`config.mk`:
```
export PLATFORM = sky130hd
export DESIGN_NAME = tmd_ram
export DESIGN_NICKNAME = d
export VERILOG_FILES = /design/src/design/tmd_ram.sv
export SDC_FILE = /design/constraint.sdc
export NUM_CORES = 2
export LEC_CHECK = 0
export ABC_CLOCK_PERIOD_IN_PS = 4500
export BUFFER_PORTS_ARGS = -buffer_cell sky130_fd_sc_hd__buf_2
export CORE_MARGIN = 3
export CORE_UTILIZATION = 50
export DETAILED_ROUTE_END_ITERATION = 16
export GPL_TIMING_DRIVEN = 1
export PLACE_DENSITY_LB_ADDON = 0.1
export SLEW_MARGIN = 30
export SYNTH_ARGS = -nofsm -noshare
export SYNTH_HDL_FRONTEND = slang
export SYNTH_SLANG_ARGS = --single-unit
```
`constraint.sdc`:
```
create_clock -name clk -period 4.5 [get_ports clk]
set_input_delay 0.45 -clock clk [delete_from_list [all_inputs] [get_ports clk]]
set_output_delay 0.45 -clock clk [all_outputs]
set_load 0.02 [all_outputs]
```
`src/design/tmd_ram.sv`:
```
// Generic single-port-write, single-read RAM with registered read data.
`default_nettype none
module tmd_ram #(
    parameter int WIDTH = 32,
    parameter int DEPTH = 64
) (
    input  wire logic                     clk,
    input  wire logic                     wr_en,
    input  wire logic [$clog2(DEPTH)-1:0] wr_addr,
    input  wire logic [WIDTH-1:0]         wr_data,
    input  wire logic [$clog2(DEPTH)-1:0] rd_addr,
    output logic [WIDTH-1:0]              rd_data
);

    logic [WIDTH-1:0] mem [DEPTH];

    always_ff @(posedge clk)
    begin
        if (wr_en)
        begin
            mem[wr_addr] <= wr_data;
        end
        rd_data <= mem[rd_addr];
    end

endmodule
`default_nettype wire
```
## Word-level counts from Yosys, hierarchy flattened

Memories as Yosys holds them, arrays and structs flattened. A register that Yosys moved wholly into a read port is not among the register bits.
Cells that the tools add are included.

| word-level totals | value |
|---|---|
| bits in latches | 0 |
| bits in writable memories | 2048 |
| register bits after elaboration | 0 |
| output and inout port bits | 32 |
| memories | 1 |
| word-level logic and storage cells | 3 |
| bits in read-only memories | 0 |

| cells by class | value |
|---|---|
| eq/ne operators | 0 |
| divide/modulo/power cells | 0 |
| multiply operators | 0 |
| mux-type cells | 2 |
| bitwise logic cells | 0 |
| reductions and logical operators | 0 |
| add/sub/neg operators | 0 |
| shift operators | 0 |
| magnitude comparators | 0 |

Memories:

| memory | depth | width | rd ports | clocked after memory_dff | write ports | RTL line | RTL |
|---|---|---|---|---|---|---|---|
| mem | 64 | 32 | 1 | 1 | 1 | 15 | `logic [WIDTH-1:0] mem [DEPTH];` |

Operators with widths:

| kind | number |
|---|---|
| 1-bit 2-to-1 mux | 2 |

## Longest topological paths before layout

| depth | value |
|---|---|
| depth in word-level cells | 2 |
| depth in mapped cells | 10 |

## Least setup slack after synthesis

Ideal clock, no wire load.

| timing path | value |
|---|---|
| kind | input-to-reg |
| start | in wr_addr[3] |
| end | mem mem[48][0], enable pin |
| stages | 4 |
| path slack | 890 ps |
| path buffers | 1 |
| library setup time | 461 ps |
| arrival time | 3149 ps |
| required time | 4039 ps |
| cell sequence | clkbuf_1 nor2b_1 nand4b_1 nor3_1 |

RTL lines:

| item | RTL line | RTL |
|---|---|---|
| from (decl) | 9 | `input wire logic [$clog2(DEPTH)-1:0] wr_addr,` |
| to (decl) | 15 |  |

Straight into the memory's write port.

==> impl_results.md <==
- TritonRoute pass-1 iters: 5
- Clock group share of total power: 41.9%
- Bufs on Longest Clock Path: 3
- Top FF cell, synth: edfxtp_1
- Routability cong.: 0.875
- Routed Antenna Nets: 0
- CP Buf/Inv Count: 3
- Reg power frac: 52.8%
- DRT iter0 DRCs: 4273
- Num ports: 78
- Worst path arrival time: 3480 ps
- Crit share post-route: 62.9%
- VDD IR max: 0.000381 V
- Die H: 402 microns
- Worst hold slack: 102 ps
- Final routed DRC violation total: 0
- Max cap viols: 0
- DR WL/cell: 35.6 microns
- Die area: 162000 sq um
- Final hold vios: 0
- CP max stage cell: o22ai_1
- CP required: 5150 ps
- Switching power total: 8.59 mW
- Area leader, netlist: edfxtp_1
- # fillers: 11100
- Synth Net Count: 3370
- # hold bufs at CTS: 0
- Synth top area cells: edfxtp_1 78%, mux4_2 16%, mux2i_1 1.2%
- Max Fanout on Critical Path: 35
- Dominant delay contributor by cell family on the critical path: multiplexers
- Slew HR: 29.4%
- CP max stage delay: 740 ps
- Critical Path, Cell by Cell: buf_8 -> buf_12 -> buf_4 -> mux4_2 -> mux4_2 -> o22ai_1 -> nor2_1
- GRT Residual Overflow: 0
- Startpoint Class: primary input
- # clock sinks: 2080
- Total number of vias: 37088
- Post-Route Utilization: 57.9%
- Clock-pin transition on the worst setup and hold timing paths: 60 ps
- Starting density of the core: 50.7%
- Rows: 144
- Worst Hold Class: in2reg
- P per Cell Area: 455 nW/um^2
- Multi-input logic area: 16000 sq um
- CTS tree: done
- Clock root cell: clkbuf_16
- Comb power frac: 5.3%
- Number of port buffers: 77
- Final setup violation count: 0
- Sequential-to-total area share from yosys stat: 79.1%
- Clk_lat worst skew: 810 ps
- Vias per Instance: 6.32
- Reg area: 62100 sq um
- Total CTS buffers: 207
- RSZ-0062 raised after global routing: false
- Ys Warns: 0
- Routed WL: 209000 microns
- Syn avg cell area: 23.6 sq um
- Max H-tree Level: 4
- Net Sw Frac: 21.0%
- Post-Route Setup TNS: 0 ps
- Initial antenna violation count: 37
- First-pass GRT wire length: 295000 microns
- Area Overhead vs Synth: 14.3%
- Vias in the first global route: 38342
- Width of the die: 402 microns
- Slew Limit Fails: 0
- Distinct cells, synth: 34
- Setup Skew: 22.0 ps
- HPWL after detailed placement: 121000 microns
- CP dominant cell by count: mux4_2
- Commonest non-fill, non-tap cells in the layout: 2048 x edfxtp_1, 544 x mux4_2, 215 x clkbuf_16
- Most common cell after layout, fill and taps aside: edfxtp_1
- Outcome: finished, final reports clean
- Largest net degree at the start of global routing: 65
- Overall global routing resource usage: 26.2%
- Async SR Flop Fraction: 0%
- Seq cells post-synth: 2080
- Fin nets: 3683
- Critical Path Start: rd_addr[0]
- Core area: 155000 sq um
- Max Freq: 353 MHz
- Leak: 28.1 nW
- Final min period: 2830 ps
- Share of the synthesized area in the top cell type: 78.3%
- Setup crit end kind: register
- Crit Path Category: in2reg
- Setup bufs post-CTS: 0
- # resized after CTS: 0
- Reg-to-reg startpoint: mem[63][23]$_DFFE_PP_
- Cell area after synthesis: 78500 sq um
- Syn Inst Count: 3324
- Hold path startpoint: wr_data[29]
- Share of cells above drive strength 1: 31.5%
- Post-synth EDFFs: 2048
- Slew at the pin closest to its max-slew limit: 1050 ps
- Design internal power: 32.2 mW
## synth_stat cells (2+ instances only)
cell type and n:
a21oi_1 62, a22oi_1 12, a311oi_1 8, a41o_1 4
and2_1 2, and3_1 4, buf_1 21, buf_2 57
buf_4 25, buf_6 5, clkbuf_1 74, dfxtp_1 32
edfxtp_1 2048, mux2i_1 93, mux4_2 544, nand2_1 26
nand2b_1 8, nand3_1 5, nand3b_1 5, nand4_1 2
nor2_1 137, nor2b_1 15, nor3_1 7, o221ai_1 27
o22ai_1 84, o32ai_1 4, or3_1 3, or3b_1 2
or3b_2 3
## path summary, 6_finish.rpt
kind / end / slack (ps) / cells past startpoint
setup / recovery: rd_data[23]$_DFF_P_ / 1670 / 7
setup reg to reg: rd_data[23]$_DFF_P_ / 2050 / 4
hold reg to reg: rd_data[17]$_DFF_P_ / 740 / 4
hold / removal: mem[40][29]$_DFFE_PP_ / 100 / 1
## kinds of logic after synthesis
kind of cell,count (synthesis),share of synthesized area (%)
buffers and inverters,182,1.13
AND/OR/NAND/NOR,223,1.27
flip-flops,2080,79.1
AO/OA/AOI/OAI,202,1.67
multiplexers,637,16.8
## per-layer routing
layer  part of all wire [%]  track usage [%]  up-vias
met5                   0.17            0.981        -
li1                       -                -    14937
met3                    9.0             6.22      305
met2                     49             42.1     1659
met4                    3.1             8.27       22
met1                     39             35.8    20165
## power by group through the flow
stage               sequential [mW]  combinational, mW  clock [mW]
detailed placement             22.0               2.18           0
global placement               21.9               2.14           0
finish                         21.6               2.15        17.1
global route                   21.5               2.26        18.2
floorplan                      21.9               1.04           0
CTS                            21.5               2.18        17.4
## through the flow
stage	cells	power (mW)	worst slack, ps	instance area, sq um
2_1_floorplan	3324	23.0	890	78500
3_3_place_gp	5469	24.1	775	82800
3_5_place_dp	5472	24.1	763	82900
4_1_cts	5861	41.1	1640	89700
5_1_grt	5861	42.0	1570	89700
6_report	5868	40.8	1670	89700
## final cells by class
type | count | share of cell area (%)
multi-input cells | 1062 | 17.8
clock inverters | 117 | 1.18
clock buffers | 272 | 6.39
diodes | 7 | 0.0195
repair buffers | 286 | 2.49
flip-flops and latches | 2080 | 69.3
well taps | 2044 | 2.85
## flip-flops by register name, indices dropped and copies added (netlist names)
| register | count |
|---|---|
| mem | 2048 |
| rd_data | 32 |
(Power assumes the default switching activity.)
